[src/hw/rtl/hhrs_pkg.sv]
`default_nettype none
// ----------------------------------------------------------------------------
// hhrs_pkg
// Types and constants shared by the host heartbeat restart supervisor.
// ----------------------------------------------------------------------------
package hhrs_pkg;

	// Item operations.
	localparam logic OP_POLL   = 1'b0;
	localparam logic OP_PACKET = 1'b1;

	// Packet commands and the rest-time code that leaves the timeout alone.
	localparam logic [7:0] CMD_RESTART = 8'h01;
	localparam logic [7:0] CMD_DEFAULT = 8'h02;
	localparam logic [7:0] REST_KEEP   = 8'hFF;

	// Largest timeout that a reply frame can carry.
	localparam logic [15:0] REPLY_MAX = 16'd254;

	// Configuration register indexes.
	localparam logic [1:0] REG_HOLD_SECONDS    = 2'd0;
	localparam logic [1:0] REG_DEFAULT_TIMEOUT = 2'd1;
	localparam logic [1:0] REG_MIN_TIMEOUT     = 2'd2;

	// Configuration reset values.
	localparam logic [7:0]  HOLD_SECONDS_RST    = 8'd5;
	localparam logic [15:0] DEFAULT_TIMEOUT_RST = 16'd60;
	localparam logic [7:0]  MIN_TIMEOUT_RST     = 8'd5;

	typedef enum logic [2:0] {
		EV_NONE     = 3'd0,
		EV_TIMEOUT  = 3'd1,
		EV_COMMAND  = 3'd2,
		EV_RELEASED = 3'd3,
		EV_HANDLED  = 3'd4,
		EV_DROPPED  = 3'd5
	} event_t;

	typedef struct packed {
		logic        op;
		logic [31:0] now_sec;
		logic [7:0]  command;
		logic [7:0]  timeout_req;
	} item_t;

	typedef struct packed {
		logic       restart_line;
		logic       status_led;
		event_t     event_res;
		logic       reply_valid;
		logic [7:0] reply_timeout;
		logic [7:0] reply_command;
	} result_t;

endpackage
`default_nettype wire

[src/hw/rtl/host_heartbeat_restart_supervisor.sv]
`default_nettype none
// ----------------------------------------------------------------------------
// host_heartbeat_restart_supervisor
// Heartbeat watchdog that drives a host restart line from time polls and
// heartbeat packets, and reports each item's outcome as one result transfer.
// ----------------------------------------------------------------------------
//
// Channel   Direction  Handshake                  Payload
// item      in         item_valid / item_stall    item_t   (op, now_sec, ...)
// result    out        result_valid / result_stall result_t (restart_line, ...)
// cfg       in         cfg_we                     cfg_index, cfg_data
//
// An item is taken into the input register on the edge of its transfer, and
// its result is written to the result register when the input register moves
// on, so one item can be taken in every cycle while the result side does not
// stall.
// The supervisor state is updated on the same edge as the result register,
// which lets the next item in the input register see it without a gap.
// A stall on the result side holds the result register and then the input
// register; item_stall rises only while the input register is occupied and
// cannot move on. Reset clears the control state and loads the register
// reset values; timeout_now starts at the default timeout.
//
module host_heartbeat_restart_supervisor
	import hhrs_pkg::*;
(
	input  wire logic        clk,
	input  wire logic        arst_n,

	input  wire logic        item_valid,
	output logic             item_stall,
	input  wire item_t       item,

	output logic             result_valid,
	input  wire logic        result_stall,
	output result_t          result,

	input  wire logic        cfg_we,
	input  wire logic [1:0]  cfg_index,
	input  wire logic [15:0] cfg_data
);

	// Configuration registers.
	logic [7:0]  hold_seconds_q;
	logic [15:0] default_timeout_q;
	logic [7:0]  min_timeout_q;

	// Supervisor state.
	logic        holding_q;
	logic [31:0] last_heartbeat_q;
	logic [31:0] hold_start_q;
	logic [15:0] timeout_now_q;
	logic        line_q;
	logic        led_q;

	// Input register and result register.
	logic        valid_s1;
	item_t       item_s1;
	logic        result_valid_q;
	result_t     result_q;

	// Next-state values computed from the item in the input register.
	logic        holding_d;
	logic [31:0] last_heartbeat_d;
	logic [31:0] hold_start_d;
	logic [15:0] timeout_now_d;
	logic        line_d;
	logic        led_d;
	result_t     result_d;

	logic        advance;
	logic        take_item;
	logic [31:0] hold_elapsed;
	logic [31:0] silence;
	logic [7:0]  floored_rest;

	// The input register moves on when the result register is empty or its
	// transfer completes in this cycle.
	assign advance    = valid_s1 && (!result_valid_q || !result_stall);
	assign item_stall = valid_s1 && !advance;
	assign take_item  = item_valid && !item_stall;

	assign result_valid = result_valid_q;
	assign result       = result_q;

	// Time differences wrap modulo two to the thirty-second.
	assign hold_elapsed = item_s1.now_sec - hold_start_q;
	assign silence      = item_s1.now_sec - last_heartbeat_q;
	assign floored_rest = (item_s1.timeout_req < min_timeout_q) ? min_timeout_q
	                                                            : item_s1.timeout_req;

	always_comb begin
		holding_d        = holding_q;
		last_heartbeat_d = last_heartbeat_q;
		hold_start_d     = hold_start_q;
		timeout_now_d    = timeout_now_q;
		line_d           = line_q;
		led_d            = led_q;
		result_d         = '0;
		result_d.event_res = EV_NONE;

		if (item_s1.op == OP_POLL) begin
			if (holding_q) begin
				// The first poll after the hold time releases the line.
				if (hold_elapsed >= {24'd0, hold_seconds_q}) begin
					line_d           = 1'b0;
					holding_d        = 1'b0;
					last_heartbeat_d = item_s1.now_sec;
					result_d.event_res = EV_RELEASED;
				end
			end else if (silence >= {16'd0, timeout_now_q}) begin
				line_d       = 1'b1;
				led_d        = 1'b1;
				hold_start_d = item_s1.now_sec;
				holding_d    = 1'b1;
				result_d.event_res = EV_TIMEOUT;
			end
		end else if (holding_q) begin
			result_d.event_res = EV_DROPPED;
		end else begin
			last_heartbeat_d = item_s1.now_sec;
			result_d.event_res = EV_HANDLED;
			led_d            = 1'b0;
			if (item_s1.command == CMD_DEFAULT) begin
				timeout_now_d = default_timeout_q;
			end else if (item_s1.command == CMD_RESTART) begin
				line_d       = 1'b1;
				led_d        = 1'b1;
				hold_start_d = item_s1.now_sec;
				holding_d    = 1'b1;
				result_d.event_res = EV_COMMAND;
			end
			// A timeout request overrides the default that command 2 loads.
			if (item_s1.timeout_req != REST_KEEP) begin
				timeout_now_d = {8'd0, floored_rest};
			end
			result_d.reply_valid   = 1'b1;
			result_d.reply_timeout = (timeout_now_d > REPLY_MAX) ? REPLY_MAX[7:0]
			                                                     : timeout_now_d[7:0];
			result_d.reply_command = item_s1.command;
		end

		result_d.restart_line = line_d;
		result_d.status_led   = led_d;
	end

	// Control state, configuration and supervisor state.
	always_ff @(posedge clk or negedge arst_n) begin
		if (!arst_n) begin
			valid_s1          <= 1'b0;
			result_valid_q    <= 1'b0;
			hold_seconds_q    <= HOLD_SECONDS_RST;
			default_timeout_q <= DEFAULT_TIMEOUT_RST;
			min_timeout_q     <= MIN_TIMEOUT_RST;
			holding_q         <= 1'b0;
			last_heartbeat_q  <= '0;
			hold_start_q      <= '0;
			timeout_now_q     <= DEFAULT_TIMEOUT_RST;
			line_q            <= 1'b0;
			led_q             <= 1'b0;
		end else begin
			if (take_item) begin
				valid_s1 <= 1'b1;
			end else if (advance) begin
				valid_s1 <= 1'b0;
			end

			if (advance) begin
				result_valid_q <= 1'b1;
			end else if (!result_stall) begin
				result_valid_q <= 1'b0;
			end

			if (advance) begin
				holding_q        <= holding_d;
				last_heartbeat_q <= last_heartbeat_d;
				hold_start_q     <= hold_start_d;
				timeout_now_q    <= timeout_now_d;
				line_q           <= line_d;
				led_q            <= led_d;
			end

			if (cfg_we) begin
				case (cfg_index)
					REG_HOLD_SECONDS:    hold_seconds_q    <= cfg_data[7:0];
					REG_DEFAULT_TIMEOUT: default_timeout_q <= cfg_data;
					REG_MIN_TIMEOUT:     min_timeout_q     <= cfg_data[7:0];
					default: ;
				endcase
			end
		end
	end

	// Payload registers.
	always_ff @(posedge clk) begin
		if (take_item) begin
			item_s1 <= item;
		end
		if (advance) begin
			result_q <= result_d;
		end
	end

	// A restart, by timeout or by command, always shows the line and LED high.
	a_restart_levels: assert property (@(posedge clk) disable iff (!arst_n)
		result_valid_q && (result_q.event_res == EV_TIMEOUT ||
		                   result_q.event_res == EV_COMMAND)
		|-> result_q.restart_line && result_q.status_led)
		else $error("restart result without line and LED asserted");

	// A reply is due exactly for packets that were handled or carried a restart command.
	a_reply_events: assert property (@(posedge clk) disable iff (!arst_n)
		result_valid_q |-> (result_q.reply_valid ==
		                    (result_q.event_res == EV_HANDLED ||
		                     result_q.event_res == EV_COMMAND)))
		else $error("reply_valid disagrees with the event");

	// Without a reply the reply fields are zero.
	a_reply_zero: assert property (@(posedge clk) disable iff (!arst_n)
		result_valid_q && !result_q.reply_valid
		|-> result_q.reply_timeout == 8'd0 && result_q.reply_command == 8'd0)
		else $error("reply fields set without a reply");

	// The restart line is high exactly while a hold is running.
	a_line_holding: assert property (@(posedge clk) disable iff (!arst_n)
		line_q == holding_q)
		else $error("restart line out of step with the hold");

	// The input side stalls only behind a stalled result.
	a_stall_cause: assert property (@(posedge clk) disable iff (!arst_n)
		item_stall |-> valid_s1 && result_valid_q && result_stall)
		else $error("item stalled without a stalled result");

endmodule
`default_nettype wire
[config.mk]
export PLATFORM = sky130hd
export DESIGN_NAME = host_heartbeat_restart_supervisor
export DESIGN_NICKNAME = d
export VERILOG_FILES = /design/src/hw/rtl/hhrs_pkg.sv /design/src/hw/rtl/host_heartbeat_restart_supervisor.sv
export SDC_FILE = /design/constraint.sdc
export NUM_CORES = 1
export LEC_CHECK = 0
export CAP_MARGIN = 0
export CORE_MARGIN = 2
export CORE_UTILIZATION = 65
export DETAILED_ROUTE_END_ITERATION = 10
export DONT_BUFFER_PORTS = 1
export GPL_ROUTABILITY_DRIVEN = 0
export MAX_ROUTING_LAYER = met4
export PLACE_DENSITY_LB_ADDON = 0.08
export SLEW_MARGIN = 20
export SYNTH_ARGS = -nofsm -noshare
export SYNTH_HDL_FRONTEND = slang
export SYNTH_SLANG_ARGS = --single-unit
[constraint.sdc]
create_clock -name clk -period 5 [get_ports clk]
set_input_delay 0.5 -clock clk [delete_from_list [all_inputs] [get_ports clk]]
set_output_delay 0.5 -clock clk [all_outputs]
set_load 0.005 [all_outputs]
* Yosys cells after proc, flatten, opt, wreduce, memory -nomap -nowiden
Cells that the tools add are included.
Word-level totals: flip-flop bits (word level) 188, input bits 72, output and inout bits 24
Cells by class: $add $sub $neg 2, order comparisons 4, eq/ne operators 9, muxes and demuxes 46, bitwise gates (word level) 2, reduce and logical (&&, ||, !) cells 21
Operators by type and width (count):
- 32-bit two-way mux | 10
- 16-bit two-way mux | 4
- 32-bit subtractor | 2
- 32-bit by 16-bit greater-or-equal comparator with 1-bit output | 1
- 32-bit by 8-bit greater-or-equal comparator with 1-bit output | 1
- 1-bit two-way mux | 23
- 17-bit two-way mux | 1
- 16-bit by 8-bit greater-than comparator with 1-bit output (second input constant) | 1
- 8-bit two-way mux | 2
- 3-bit two-way mux | 5
- 8-bit by 1-bit equality test with 1-bit output (second input constant) | 1
- 8-bit by 2-bit equality test with 1-bit output (second input constant) | 1
- 8-bit < comparator | 1
- 8-bit != test (second input constant) | 1
- 2-bit nonzero test | 4
- 2-bit AND reduction | 3
- 5-bit AND reduction | 1
- 1-bit zero test | 4
- 2-bit by 1-bit != test with 1-bit output (second input constant) | 2
- 2-bit != test (second input constant) | 2
- 4-bit AND reduction | 1
- 1-bit logical AND | 3
- 3-bit AND reduction | 1
- 3-bit OR reduction | 1
- 7 further kinds | 8

* Longest topological paths before layout
Gate-level depths: netlist (run 1).
depth after elaboration 8, depth in mapped cells 20

* Worst setup path before layout (run 1)
Ideal clock, no wire load.
path type register to register, start point register item_s1[16] (netlist bit), end point register hold_start_q[23], arrival 4.039 ns, slack 0.834 ns, stages on the path, launching flop included 20, path buffers 1, path through edfxtp_1 inv_1 ha_1 fa_1 nor2b_1 o211ai_2 a211oi_1 o211ai_1 and2_1 xnor2_1 ha_1 nand2_1 o2111ai_1 a311oi_1 o21ai_0 nor4_1 nand4_2 o21ai_4 buf_6 mux2_1
On the way: cells in the longest elaborated chain, start to end 4
RTL lines:
- start: declaration | line host_heartbeat_restart_supervisor.sv:58 | item_t item_s1;
- start signal: assignment | line host_heartbeat_restart_supervisor.sv:197 | item_s1 <= item;
- 32-bit subtractor | line host_heartbeat_restart_supervisor.sv:88 | assign silence = item_s1.now_sec - last_heartbeat_q;
- 32-bit by 16-bit greater-or-equal comparator with 1-bit output | line host_heartbeat_restart_supervisor.sv:111 | end else if (silence >= {16'd0, timeout_now_q}) begin
- 2-bit nonzero test (no line)
- 5-bit AND reduction (no line)
- end signal: assignment | line host_heartbeat_restart_supervisor.sv:177 | hold_start_q <= hold_start_d;
- end: declaration | line host_heartbeat_restart_supervisor.sv:51 | logic [31:0] hold_start_q;
No other way between the ends. A chain may end at the register's enable or synchronous reset.

* Worst setup path in the final report (run 1)
start point register item_s1[20] (netlist bit), end point register hold_start_q[12]
The elaborated chain is that of the path after synthesis.

==> flow_results.xml, run 1 <==
<?xml version="1.0" encoding="UTF-8"?>
<metrics>
  <group name="clock_network">
    <metric name="clk-insertion-delay-late" unit="ns">0.44</metric>
    <metric name="clock_tree.root_cell" unit="">clkbuf_16</metric>
    <metric name="cts_inserted_buffers" unit="">17</metric>
    <metric name="clk_pin_slew_worst_paths" unit="ns">0.08</metric>
    <metric name="cts_tree" unit="">yes</metric>
    <metric name="cts_sinks" unit="">188</metric>
    <metric name="ctsLongestPathBuffers" unit="">2</metric>
    <metric name="ctsHtreeMaxLevel" unit="">4</metric>
  </group>
  <group name="global_routing">
    <metric name="globalRouteMet3Util" unit="%">5.607</metric>
    <metric name="gr-usage-met2" unit="%">47.32</metric>
    <metric name="grt_pass1_vias" unit="">8873</metric>
    <metric name="global_route_wire_length_before_repair" unit="mm">44.86</metric>
    <metric name="grt_util_met1" unit="%">38.10</metric>
    <metric name="grt_use_total" unit="%">29.40</metric>
    <metric name="grt_antenna_before_repair" unit="">0</metric>
    <metric name="grt-ovfl-total" unit="">0</metric>
    <metric name="grt-busiest-layer" unit="">met2</metric>
    <metric name="maximum_number_of_pins_on_one_net_before_global_route_repair" unit="">118</metric>
  </group>
  <group name="setup_path">
    <metric name="worst_path_max_delay_cell" unit="">edfxtp_1</metric>
    <metric name="crit_chain" unit="">ha_1, a21o_1, a31oi_1, a21oi_1, a311o_1, xor2_1, ha_1, a21oi_1, o2111ai_1, a311oi_1, o21ai_0, nor4_1, nand4_2, o21ai_4, buf_12, mux2_1</metric>
    <metric name="worst_path_largest_cell_delay" unit="ns">0.45</metric>
    <metric name="worstPathArrival" unit="ns">5.03</metric>
    <metric name="critical_path_class" unit="">flip-flop to flip-flop</metric>
    <metric name="reg2reg_slack" unit="ns">0.28</metric>
    <metric name="worstReg2RegEnd" unit="">hold_start_q[12]</metric>
    <metric name="critical_path.max_fanout" unit="">32</metric>
    <metric name="reg2regPathDepth" unit="">16</metric>
    <metric name="crit-reg2reg-launch" unit="">item_s1[20]</metric>
    <metric name="critical_path.startpoint_type" unit="">flip-flop</metric>
    <metric name="critPathRequiredTime" unit="ns">5.31</metric>
    <metric name="critPathCaptureType" unit="">flip-flop</metric>
  </group>
  <group name="die">
    <metric name="die_ar" unit="mm²">0.01963</metric>
    <metric name="core_region_area" unit="mm²">0.01809</metric>
    <metric name="num_rows" unit="">49</metric>
    <metric name="die_w" unit="µm">140.1</metric>
    <metric name="initial_core_util" unit="%">66.58</metric>
    <metric name="die_y" unit="µm">140.1</metric>
    <metric name="ios" unit="">96</metric>
  </group>
  <group name="finish">
    <metric name="insertedDiodeCount" unit="">0</metric>
    <metric name="finalNonFillerCells" unit="">1429</metric>
    <metric name="fillers" unit="">1352</metric>
    <metric name="post-route-cell-area" unit="mm²">0.01290</metric>
    <metric name="multiInputGateArea" unit="mm²">0.006392</metric>
    <metric name="area_growth_from_synthesis_to_final_layout" unit="%">7.097</metric>
    <metric name="area.sequential" unit="mm²">0.005075</metric>
    <metric name="final_layout_size_suffix_gt1_share" unit="%">12.00</metric>
    <metric name="finish.net_count" unit="">1354</metric>
  </group>
  <group name="route">
    <metric name="via_count" unit="">9036</metric>
    <metric name="detail_route.drc_violations" unit="">5</metric>
    <metric name="antenna_left" unit="">0</metric>
    <metric name="drt_pass1_iterations" unit="">9</metric>
    <metric name="initialDrtViolationCount" unit="">909</metric>
    <metric name="wirelength" unit="mm">27.00</metric>
    <metric name="routedWlPerCell" unit="µm">18.89</metric>
    <metric name="via_per_inst" unit="">6.323</metric>
  </group>
  <group name="synthesis">
    <metric name="ys_seq_elements" unit="">188</metric>
    <metric name="synth_fa_ha_area_share" unit="%">9.996</metric>
    <metric name="yosys_warnings" unit="">0</metric>
    <metric name="synth_xor_xnor_area_share" unit="%">2.764</metric>
    <metric name="synth_compound_area_share" unit="%">17.65</metric>
    <metric name="most_used_flip_flop_cell_after_synthesis" unit="">dfrtp_1</metric>
    <metric name="synth_top_cell_area_share" unit="%">21.82</metric>
    <metric name="synth_top_cells_by_area" unit="">dfrtp_1 (22%), edfxtp_1 (18%), ha_1 (9.7%), mux2_2 (6.4%), inv_1 (3.6%)</metric>
    <metric name="synth_area_per_cell" unit="µm²">10.09</metric>
    <metric name="synth_async_sr_flop_share" unit="%">62.23</metric>
    <metric name="yosys.cell_types.count" unit="">84</metric>
    <metric name="dominant_cell_type_by_area_after_synthesis" unit="">dfrtp_1</metric>
    <metric name="mappedNetlistArea" unit="mm²">0.01204</metric>
    <metric name="largest_family_of_logic_cells_by_synthesized_area" unit="">compound AO/OA/AOI/OAI gates</metric>
    <metric name="synth_cells" unit="">1193</metric>
    <metric name="yosys.area_share.simple" unit="%">12.18</metric>
    <metric name="synth.yosys.seq_area_share" unit="%">42.14</metric>
    <metric name="synth_enable_flop_cells" unit="">71</metric>
    <metric name="synthesis.nets" unit="">1360</metric>
    <metric name="yosys-mux-area-fraction" unit="%">10.22</metric>
  </group>
  <group name="status">
    <metric name="status" unit="">finished, violations left</metric>
    <metric name="failed_checks" unit="">DRC</metric>
  </group>
  <group name="placed_design">
    <metric name="placed_cells" unit="">1394</metric>
    <metric name="buffer_ports.inserted" unit="">0</metric>
    <metric name="placed_cell_area" unit="mm²">0.01225</metric>
    <metric name="dp_hpwl" unit="mm">19.94</metric>
  </group>
  <group name="hold_path">
    <metric name="holdCritPathClass" unit="">input port to asynchronous set/reset pin</metric>
  </group>
  <group name="timing">
    <metric name="rsz0062_at_grt" unit="">no</metric>
    <metric name="drv_slew" unit="">0</metric>
    <metric name="worst-slew-pin-transition" unit="ns">0.9317</metric>
    <metric name="final_report_setup_violation_count" unit="">0</metric>
    <metric name="timing.max_slew.rel_slack" unit="%">37.66</metric>
    <metric name="maxClockFrequency" unit="MHz">212.0</metric>
    <metric name="layout_min_cycle_time" unit="ns">4.718</metric>
    <metric name="hold_viol_final" unit="">0</metric>
    <metric name="fin_hold_ws" unit="ns">0.01366</metric>
    <metric name="setup_tns" unit="ns">0</metric>
    <metric name="post_route_clock_skew" unit="ns">0.01754</metric>
    <metric name="period_utilization_post_route" unit="%">94.35</metric>
  </group>
  <group name="power">
    <metric name="ir_worst_vdd" unit="mV">0.4214</metric>
    <metric name="pwr_total" unit="mW">7.864</metric>
    <metric name="power.leakage" unit="nW">5.460</metric>
    <metric name="power_per_cell_area" unit="mW/mm²">609.8</metric>
  </group>
  <group name="job">
    <metric name="max-cap-violations" unit="">0</metric>
  </group>
</metrics>
-- worst max-delay path by stage --
stage,startpoint,to,slack [ns],cells past startpoint
CTS,item_s1[16],last_heartbeat_q[17],0.16,18
global route,item_s1[16],hold_start_q[0],0.04,19
global placement,item_s1[16],last_heartbeat_q[5],0.34,18
floorplan,item_s1[16],hold_start_q[23],0.83,19
finish,item_s1[20],hold_start_q[12],0.28,16
detailed placement,item_s1[22],last_heartbeat_q[17],0.19,16
-- power by group --
| group | leakage, nW | total, mW | switching, mW | internal, mW |
|---|---|---|---|---|
| Combinational | 3.10 | 4.27 | 2.48 | 1.78 |
| Clock | 0.286 | 1.33 | 0.655 | 0.670 |
| Sequential | 2.07 | 2.27 | 0.239 | 2.03 |
-- cells by family after synthesis --
group | after synthesis
AO/OA/AOI/OAI | 321
AND/OR/NAND/NOR | 288
flip-flops | 188
buffers and inverters | 152
multiplexers | 111
adder cells (fa/ha/maj) | 95
XOR/XNOR | 38
-- repair_timing --
item	in CTS	in global routing
setup buffers	0	2
hold buffers	1	0
setup endpoints to repair	0	68
resized for setup	0	6
endpoints found under the hold margin	117	0
-- per-stage QoR --
| stage | setup slack [ns] | util (%) |
|---|---|---|
| after floorplan | 0.8340 | - |
| after global placement | 0.3440 | 67.73 |
| after detailed placement | 0.1919 | 67.73 |
| after CTS | 0.1642 | 71.11 |
| after global routing | 0.04050 | 71.30 |
| final | 0.2824 | 71.30 |
-- registers in the layout (all words and copies together) (netlist names) --
name / flops
item_s1: 49
hold_start_q: 32
holding_q: 1
result_valid: 1
default_timeout_q: 16
line_q: 1
timeout_now_q: 16
hold_seconds_q: 8
last_heartbeat_q: 32
min_timeout_q: 8
result: 22
valid_s1: 1
led_q: 1
-- routing by layer --
metal / vias up / part of all wire, %
li1: 4386 / -
met1: 4265 / 43
met2: 342 / 48
met3: 43 / 6.4
met4: 0 / 2.3
met5: - / 0
-- synthesized netlist by cell type (16+ instances only) --
master and instances:
ha_1 93, o211ai_1 16, nand3_1 18, and2_1 16
inv_1 117, dfrtp_1 105, mux2_2 68, xnor2_1 23
a21oi_1 87, mux2_1 28, nor2_1 46, o21a_1 18
nand2_1 96, nand4_1 23, edfxtp_1 71, clkbuf_1 27
o21ai_0 72
-- area by class of cell --
type	count	area share, %
inverters	117	3.405
clock buffers	18	3.328
clock inverters	14	1.193
well taps	229	2.222
multi-input cells	853	49.57
repair buffers	10	0.9314
flip-flops and latches	188	39.35
-- worst max-delay path, delay by kind of cell, from the launching register on --
kind / cells / cell delay (ns)
AOI/OAI and AO/OA: 9 / 2.02
adders and majority gates: 2 / 0.72
and+or+nand+nor: 2 / 0.57
DFF: 1 / 0.45
muxes: 1 / 0.36
buffers and inverters: 1 / 0.23
xor gates and xnor gates: 1 / 0.19
-- placed cells by master, fill, tap and decap left out, types with 16 or more instances in the layout --
cell,n
inv_1,117
dfrtp_1,105
nand2_1,96
ha_1,93
a21oi_1,87
o21ai_0,71
edfxtp_1,71
mux2_2,68
nor2_1,46
mux2_1,28
xnor2_1,23
nand4_1,23
o21a_1,18
nand3_1,18
clkbuf_16,17
o211ai_1,16
(Power assumes the default switching activity.)
==> run 2: changes to the inputs <==
--- a/config.mk
+++ b/config.mk
@@ -13,6 +13,7 @@
 export GPL_ROUTABILITY_DRIVEN = 0
 export MAX_ROUTING_LAYER = met4
 export PLACE_DENSITY_LB_ADDON = 0.08
+export REMOVE_ABC_BUFFERS = 1
 export SLEW_MARGIN = 20
 export SYNTH_ARGS = -nofsm -noshare
 export SYNTH_HDL_FRONTEND = slang
==> run 2 against run 1 <==
The flow finishes with violations (DRC, hold timing). Wire length fell by 0.15%. Clock skew fell by 0.0037 ns. Setup slack got worse by 0.033 ns. Combinational power barely moved. Largest power group unchanged.
==> flow_results.xml, run 2 (synthesis gave the netlist of run 1 again) <==
<?xml version="1.0" encoding="UTF-8"?>
<metrics>
  <group name="status">
    <metric name="status" unit="">finished, violations left</metric>
    <metric name="failed_checks" unit="">DRC, hold timing</metric>
  </group>
  <group name="finish">
    <metric name="area_growth_from_synthesis_to_final_layout" unit="%">7.191</metric>
    <metric name="reg.largest.list" unit="">item_s1 x49, hold_start_q x32, last_heartbeat_q x32</metric>
    <metric name="final_layout_size_suffix_gt1_share" unit="%">12.16</metric>
    <metric name="insertedDiodeCount" unit="">0</metric>
    <metric name="mostFrequentLayoutCells" unit="">inv_1 (117), dfrtp_1 (105), nand2_1 (96), ha_1 (93), a21oi_1 (87)</metric>
    <metric name="finish.net_count" unit="">1355</metric>
    <metric name="fin_util" unit="%">71.37</metric>
    <metric name="largest-register" unit="">item_s1</metric>
    <metric name="largest_register_ff_count" unit="">49</metric>
    <metric name="final_common_cell" unit="">inv_1</metric>
    <metric name="fillers" unit="">1360</metric>
  </group>
  <group name="setup_path">
    <metric name="critPathRequiredTime" unit="ns">5.32</metric>
    <metric name="path_delay_family" unit="">compound AO/OA/AOI/OAI gates</metric>
    <metric name="critPathCaptureType" unit="">flip-flop</metric>
    <metric name="crit_chain" unit="">inv_1, ha_1, inv_1, fa_1, a211oi_2, o21a_1, xnor2_1, ha_1, a221o_1, a2111oi_1, nand4_1, a311o_1, nor3_1, and4_1, nand4_1, buf_4, o221ai_4, buf_12, mux2_2</metric>
    <metric name="crit-reg2reg-launch" unit="">item_s1[16]</metric>
    <metric name="critical_path_class" unit="">flip-flop to flip-flop</metric>
    <metric name="worst_path_largest_cell_delay" unit="ns">0.46</metric>
    <metric name="critical_path_buf_inv_count" unit="">4</metric>
    <metric name="setup.worst_path.start" unit="">item_s1[16]</metric>
    <metric name="worst_path_max_delay_cell" unit="">a2111oi_1</metric>
    <metric name="critical_path.max_fanout" unit="">32</metric>
    <metric name="critical_path.startpoint_type" unit="">flip-flop</metric>
    <metric name="worstPathArrival" unit="ns">5.07</metric>
  </group>
  <group name="route">
    <metric name="drt_pass1_iterations" unit="">8</metric>
    <metric name="wirelength_met1" unit="mm">12.18</metric>
    <metric name="routedWlPerCell" unit="µm">18.85</metric>
    <metric name="routed-wl-met3" unit="mm">1.481</metric>
    <metric name="antenna_left" unit="">0</metric>
    <metric name="via_count" unit="">9082</metric>
    <metric name="initialDrtViolationCount" unit="">796</metric>
    <metric name="wirelength" unit="mm">26.96</metric>
    <metric name="via_per_inst" unit="">6.351</metric>
    <metric name="detail_route.drc_violations" unit="">4</metric>
    <metric name="route.top_layer_used" unit="">met4</metric>
    <metric name="detailroute.wirelength.met2" unit="mm">12.62</metric>
  </group>
  <group name="timing">
    <metric name="rsz0062_at_grt" unit="">no</metric>
    <metric name="fin_hold_ws" unit="ns">-0.01295</metric>
    <metric name="hold_viol_final" unit="">19</metric>
    <metric name="maxClockFrequency" unit="MHz">210.5</metric>
    <metric name="timing.max_slew.rel_slack" unit="%">30.32</metric>
    <metric name="final_report_setup_violation_count" unit="">0</metric>
    <metric name="period_utilization_post_route" unit="%">95.01</metric>
    <metric name="layout_min_cycle_time" unit="ns">4.750</metric>
    <metric name="setup_tns" unit="ns">0</metric>
    <metric name="drv_slew" unit="">0</metric>
    <metric name="post_route_clock_skew" unit="ns">0.01385</metric>
    <metric name="worst-slew-pin-transition" unit="ns">1.041</metric>
  </group>
  <group name="clock_network">
    <metric name="ctsLongestPathBuffers" unit="">2</metric>
    <metric name="clk-insertion-delay-late" unit="ns">0.44</metric>
    <metric name="cts_inserted_buffers" unit="">17</metric>
    <metric name="clock_tree.root_cell" unit="">clkbuf_16</metric>
    <metric name="cts_sinks" unit="">188</metric>
    <metric name="ctsHtreeMaxLevel" unit="">4</metric>
    <metric name="clk_pin_slew_worst_paths" unit="ns">0.08</metric>
    <metric name="cts_tree" unit="">yes</metric>
  </group>
  <group name="placed_design">
    <metric name="dp_hpwl" unit="mm">19.71</metric>
    <metric name="buffer_ports.inserted" unit="">0</metric>
  </group>
  <group name="die">
    <metric name="die_y" unit="µm">140.1</metric>
    <metric name="initial_core_util" unit="%">66.58</metric>
    <metric name="ios" unit="">96</metric>
    <metric name="core_region_area" unit="mm²">0.01809</metric>
    <metric name="die_w" unit="µm">140.1</metric>
    <metric name="num_rows" unit="">49</metric>
    <metric name="die_ar" unit="mm²">0.01963</metric>
  </group>
  <group name="power">
    <metric name="power_per_cell_area" unit="mW/mm²">613.2</metric>
    <metric name="power.leakage" unit="nW">5.468</metric>
    <metric name="ir_worst_vdd" unit="mV">0.4895</metric>
  </group>
  <group name="global_routing">
    <metric name="maximum_number_of_pins_on_one_net_before_global_route_repair" unit="">118</metric>
    <metric name="grt-ovfl-total" unit="">0</metric>
    <metric name="global_route_wire_length_before_repair" unit="mm">43.31</metric>
    <metric name="grt_antenna_before_repair" unit="">0</metric>
    <metric name="grt_use_total" unit="%">28.54</metric>
    <metric name="grt_pass1_vias" unit="">8580</metric>
  </group>
  <group name="hold_path">
    <metric name="holdCritPathClass" unit="">input port to asynchronous set/reset pin</metric>
  </group>
  <group name="job">
    <metric name="max-cap-violations" unit="">0</metric>
  </group>
</metrics>
[run 2: final timing paths]
path                                   endpoint  cells past startpoint  slack (ns)
hold / removal             default_timeout_q[8]                      1       -0.01
hold reg to reg                hold_start_q[19]                      1        0.49
setup reg to reg            last_heartbeat_q[0]                     19        0.25
setup / recovery            last_heartbeat_q[0]                     19        0.25
max in group asynchronous     hold_seconds_q[6]                      1        4.51
min in group clk                    item_s1[26]                      0        0.15
[run 2: metal layers]
metal	global-route usage, %	vias up
li1	-	4388
met1	38.46	4331
met2	44.67	321
met3	5.265	42
met4	8.293	0
met5	-	-
[run 2: timing repair]
action                                  4_1_cts  5_1_grt
setup buffers                                 0        3
endpoints found under the setup margin        0       66
gates resized for setup                       0        5
hold buffers                                  1        0
endpoints found under the hold margin       117        0
[run 2: stage by stage]
step	std cells	power (mW)	instance area, µm²	setup slack [ns]
2_1_floorplan	1158	5.510	11870	0.2309
3_3_place_gp	1394	6.332	12250	0.2978
3_5_place_dp	1394	6.443	12250	0.08666
4_1_cts	1427	7.858	12860	0.06944
5_1_grt	1430	8.546	12910	0.008843
6_report	1430	7.914	12910	0.2497
[run 2: report_power, final]
group          total, mW  switching (mW)  internal (mW)
registers           2.27           0.240           2.03
clock network       1.35           0.630          0.720
logic               4.29            2.51           1.79
total               7.91            3.38           4.54
[run 2: cell type report]
type / instances / area (µm²) / share of cell area [%]
Multi-Input combinational cell: 853 / 6394 / 49.53
Sequential cell: 188 / 5075 / 39.32
Clock buffer: 18 / 439.2 / 3.402
Inverter: 117 / 439.2 / 3.402
Tap cell: 229 / 286.5 / 2.220
Clock inverter: 14 / 146.4 / 1.134
Timing Repair Buffer: 11 / 127.6 / 0.9888
==> run 3: changes to the inputs <==
==> constraint.sdc (replaced) <==
create_clock -name clk -period 4.7 [get_ports clk]
set_input_delay 0.47 -clock clk [delete_from_list [all_inputs] [get_ports clk]]
set_output_delay 0.47 -clock clk [all_outputs]
set_load 0.005 [all_outputs]
==> run 3 against run 2 <==
The run still ends with DRC, hold timing left. Setup slack got worse by 0.19 ns. Final area increased by 2.2%. Wire length increased by 3.9%. Clock skew increased by 0.0022 ns. Register-to-register slack got worse by 0.19 ns. Sequential share of layout area decreased by 0.85 points. Maximum frequency increased by 2.4%. Sequential power increased by 7%. Utilization increased by 1.6 points. Non-clock buffer count increased by 19. Combinational power increased by 10%. Critical path type unchanged. Largest cell class unchanged.
==> flow_results.xml, run 3 (synthesis gave the netlist of run 1 again) <==
<?xml version="1.0" encoding="UTF-8"?>
<metrics>
  <group name="power">
    <metric name="seq_power_share" unit="%">28.1</metric>
    <metric name="p_int" unit="mW">4.964</metric>
    <metric name="swShare" unit="%">42.46</metric>
    <metric name="ir_worst_vdd" unit="mV">0.5007</metric>
    <metric name="power.net_switching" unit="mW">3.664</metric>
    <metric name="power.leakage" unit="nW">5.593</metric>
    <metric name="clkPwrFrac" unit="%">17.1</metric>
    <metric name="power.combinational.fraction" unit="%">54.8</metric>
    <metric name="power_per_cell_area" unit="mW/mm²">654.0</metric>
  </group>
  <group name="global_routing">
    <metric name="global_route_wire_length_before_repair" unit="mm">43.65</metric>
    <metric name="grt_use_total" unit="%">28.63</metric>
    <metric name="grt_pass1_vias" unit="">8690</metric>
    <metric name="maximum_number_of_pins_on_one_net_before_global_route_repair" unit="">118</metric>
    <metric name="grt_antenna_before_repair" unit="">0</metric>
    <metric name="grt-ovfl-total" unit="">0</metric>
  </group>
  <group name="die">
    <metric name="core_region_area" unit="mm²">0.01809</metric>
    <metric name="die_y" unit="µm">140.1</metric>
    <metric name="die_w" unit="µm">140.1</metric>
    <metric name="ios" unit="">96</metric>
    <metric name="num_rows" unit="">49</metric>
    <metric name="die_ar" unit="mm²">0.01963</metric>
    <metric name="initial_core_util" unit="%">66.58</metric>
  </group>
  <group name="status">
    <metric name="failed_checks" unit="">DRC, hold timing</metric>
    <metric name="status" unit="">finished, violations left</metric>
  </group>
  <group name="setup_path">
    <metric name="critical_path.startpoint_type" unit="">flip-flop</metric>
    <metric name="worstSetupEndpoint" unit="">last_heartbeat_q[25]</metric>
    <metric name="worst_path_max_delay_cell" unit="">edfxtp_1</metric>
    <metric name="critical_path_buf_inv_count" unit="">2</metric>
    <metric name="reg2reg_slack" unit="ns">0.06</metric>
    <metric name="critical_path.max_fanout" unit="">8</metric>
    <metric name="path_delay_family" unit="">compound AO/OA/AOI/OAI gates</metric>
    <metric name="setup.worst_path.start" unit="">item_s1[20]</metric>
    <metric name="critical_path_class" unit="">flip-flop to flip-flop</metric>
    <metric name="crit_chain" unit="">ha_1, a21o_1, nand2b_1, o21ai_1, xnor2_1, ha_1, a221o_1, a2111oi_4, nand4_1, a311o_1, nor3_2, and4_1, nand4_1, buf_4, o221ai_4, clkbuf_16, mux2_2</metric>
    <metric name="worst_path_largest_cell_delay" unit="ns">0.46</metric>
    <metric name="reg2regPathDepth" unit="">17</metric>
    <metric name="worstReg2RegEnd" unit="">last_heartbeat_q[25]</metric>
    <metric name="critPathCaptureType" unit="">flip-flop</metric>
    <metric name="worstPathArrival" unit="ns">4.95</metric>
    <metric name="crit-reg2reg-launch" unit="">item_s1[20]</metric>
    <metric name="critPathRequiredTime" unit="ns">5.02</metric>
    <metric name="cp_num_cells" unit="">17</metric>
  </group>
  <group name="placed_design">
    <metric name="dpl_worst_slack" unit="ns">-0.06530</metric>
    <metric name="placed_cells" unit="">1401</metric>
    <metric name="buffer_ports.inserted" unit="">0</metric>
    <metric name="dp_hpwl" unit="mm">19.65</metric>
  </group>
  <group name="finish">
    <metric name="largest-register" unit="">item_s1</metric>
    <metric name="mostFrequentLayoutCells" unit="">inv_1 (116), dfrtp_1 (105), nand2_1 (96), ha_1 (89), a21oi_1 (86)</metric>
    <metric name="finalNonFillerCells" unit="">1449</metric>
    <metric name="fin_util" unit="%">72.94</metric>
    <metric name="area_growth_from_synthesis_to_final_layout" unit="%">9.560</metric>
    <metric name="finish.net_count" unit="">1374</metric>
    <metric name="insertedDiodeCount" unit="">0</metric>
    <metric name="reg.largest.list" unit="">item_s1 x49, hold_start_q x32, last_heartbeat_q x32</metric>
    <metric name="final_common_cell" unit="">inv_1</metric>
    <metric name="largest_register_ff_count" unit="">49</metric>
    <metric name="final_layout_size_suffix_gt1_share" unit="%">14.43</metric>
  </group>
  <group name="timing">
    <metric name="maxClockFrequency" unit="MHz">215.5</metric>
    <metric name="drv_slew" unit="">0</metric>
    <metric name="setup_slack" unit="ns">0.06015</metric>
    <metric name="period_utilization_post_route" unit="%">98.72</metric>
    <metric name="hold_viol_final" unit="">6</metric>
    <metric name="timing.max_slew.rel_slack" unit="%">28.56</metric>
    <metric name="worst-slew-pin-transition" unit="ns">1.068</metric>
    <metric name="final_report_setup_violation_count" unit="">0</metric>
    <metric name="layout_min_cycle_time" unit="ns">4.640</metric>
    <metric name="setup_tns" unit="ns">0</metric>
    <metric name="post_route_clock_skew" unit="ns">0.01603</metric>
    <metric name="fin_hold_ws" unit="ns">-0.005617</metric>
  </group>
  <group name="clock_network">
    <metric name="cts_sinks" unit="">188</metric>
    <metric name="ctsHtreeMaxLevel" unit="">4</metric>
    <metric name="clk-insertion-delay-late" unit="ns">0.44</metric>
    <metric name="clock_tree.root_cell" unit="">clkbuf_16</metric>
    <metric name="cts_inserted_buffers" unit="">17</metric>
    <metric name="ctsLongestPathBuffers" unit="">2</metric>
    <metric name="clk_pin_slew_worst_paths" unit="ns">0.08</metric>
    <metric name="cts_tree" unit="">yes</metric>
  </group>
  <group name="route">
    <metric name="wirelength" unit="mm">28.00</metric>
    <metric name="initialDrtViolationCount" unit="">941</metric>
    <metric name="detail_route.drc_violations" unit="">4</metric>
    <metric name="wirelength_met1" unit="mm">12.34</metric>
    <metric name="routed-wl-met3" unit="mm">1.738</metric>
    <metric name="detailroute.wirelength.met2" unit="mm">13.04</metric>
    <metric name="routedWlPerCell" unit="µm">19.32</metric>
    <metric name="drt_pass1_iterations" unit="">9</metric>
    <metric name="route.top_layer_used" unit="">met4</metric>
    <metric name="via_per_inst" unit="">6.428</metric>
    <metric name="antenna_left" unit="">0</metric>
    <metric name="via_count" unit="">9314</metric>
  </group>
  <group name="hold_path">
    <metric name="holdCritPathClass" unit="">input port to asynchronous set/reset pin</metric>
  </group>
  <group name="job">
    <metric name="max-cap-violations" unit="">0</metric>
  </group>
</metrics>
-- run 3: worst min path at each step --
stage / start / endpoint / cells past startpoint
after global placement: arst_n / result_valid / 0
after CTS: arst_n / min_timeout_q[6] / 1
after floorplan: arst_n / default_timeout_q[0] / 0
after global routing: arst_n / holding_q / 1
final: arst_n / holding_q / 1
after detailed placement: arst_n / result_valid / 0
-- run 3: per-layer routing --
| metal | vias to the layer above | GRT usage (%) |
|---|---|---|
| li1 | 4437 | - |
| met1 | 4447 | 38.26 |
| met2 | 368 | 45.61 |
| met3 | 62 | 4.376 |
| met4 | 0 | 8.931 |
| met5 | - | - |
-- run 3: power groups by stage --
stage / combinational [mW] / sequential [mW] / clock [mW]
after floorplan: 3.50 / 2.36 / 0
after global placement: 4.32 / 2.43 / 0
after detailed placement: 4.42 / 2.45 / 0
after CTS: 4.50 / 2.42 / 1.50
after global routing: 5.25 / 2.47 / 1.56
final: 4.73 / 2.42 / 1.48
-- run 3: stage by stage --
stage | total power, mW | cell area, µm²
5_1_grt | 9.283 | 13190
3_5_place_dp | 6.872 | 12300
4_1_cts | 8.420 | 12940
6_report | 8.628 | 13190
2_1_floorplan | 5.862 | 11870
3_3_place_gp | 6.752 | 12300
-- run 3: timing repair --
item | 4_1_cts | 5_1_grt
cloned | 0 | 4
hold endpoints to repair | 117 | 0
resized for setup | 1 | 18
setup buffers | 1 | 10
hold buffers | 1 | 0
pin swaps | 0 | 11
endpoints found under the setup margin | 32 | 69
-- run 3: worst register-to-register path, delay by kind of cell (launching register included) --
kind	cells	cell delay, ns
adder cells (fa/ha/maj)	2	0.65
flip-flops	1	0.46
AO/OA/AOI/OAI	6	1.77
multiplexers	1	0.33
AND/OR/NAND/NOR	5	0.72
XOR/XNOR	1	0.16
buffers and inverters	2	0.42
-- run 3: final cells by class --
cell class | count | area, µm²
tap | 229 | 286.5
multi-input combinational | 853 | 6446
inverter | 117 | 439.2
fill | 1324 | 4893
timing repair buffer | 30 | 342.8
sequential | 188 | 5075
clock inverter | 14 | 173.9
clock buffer | 18 | 429.2
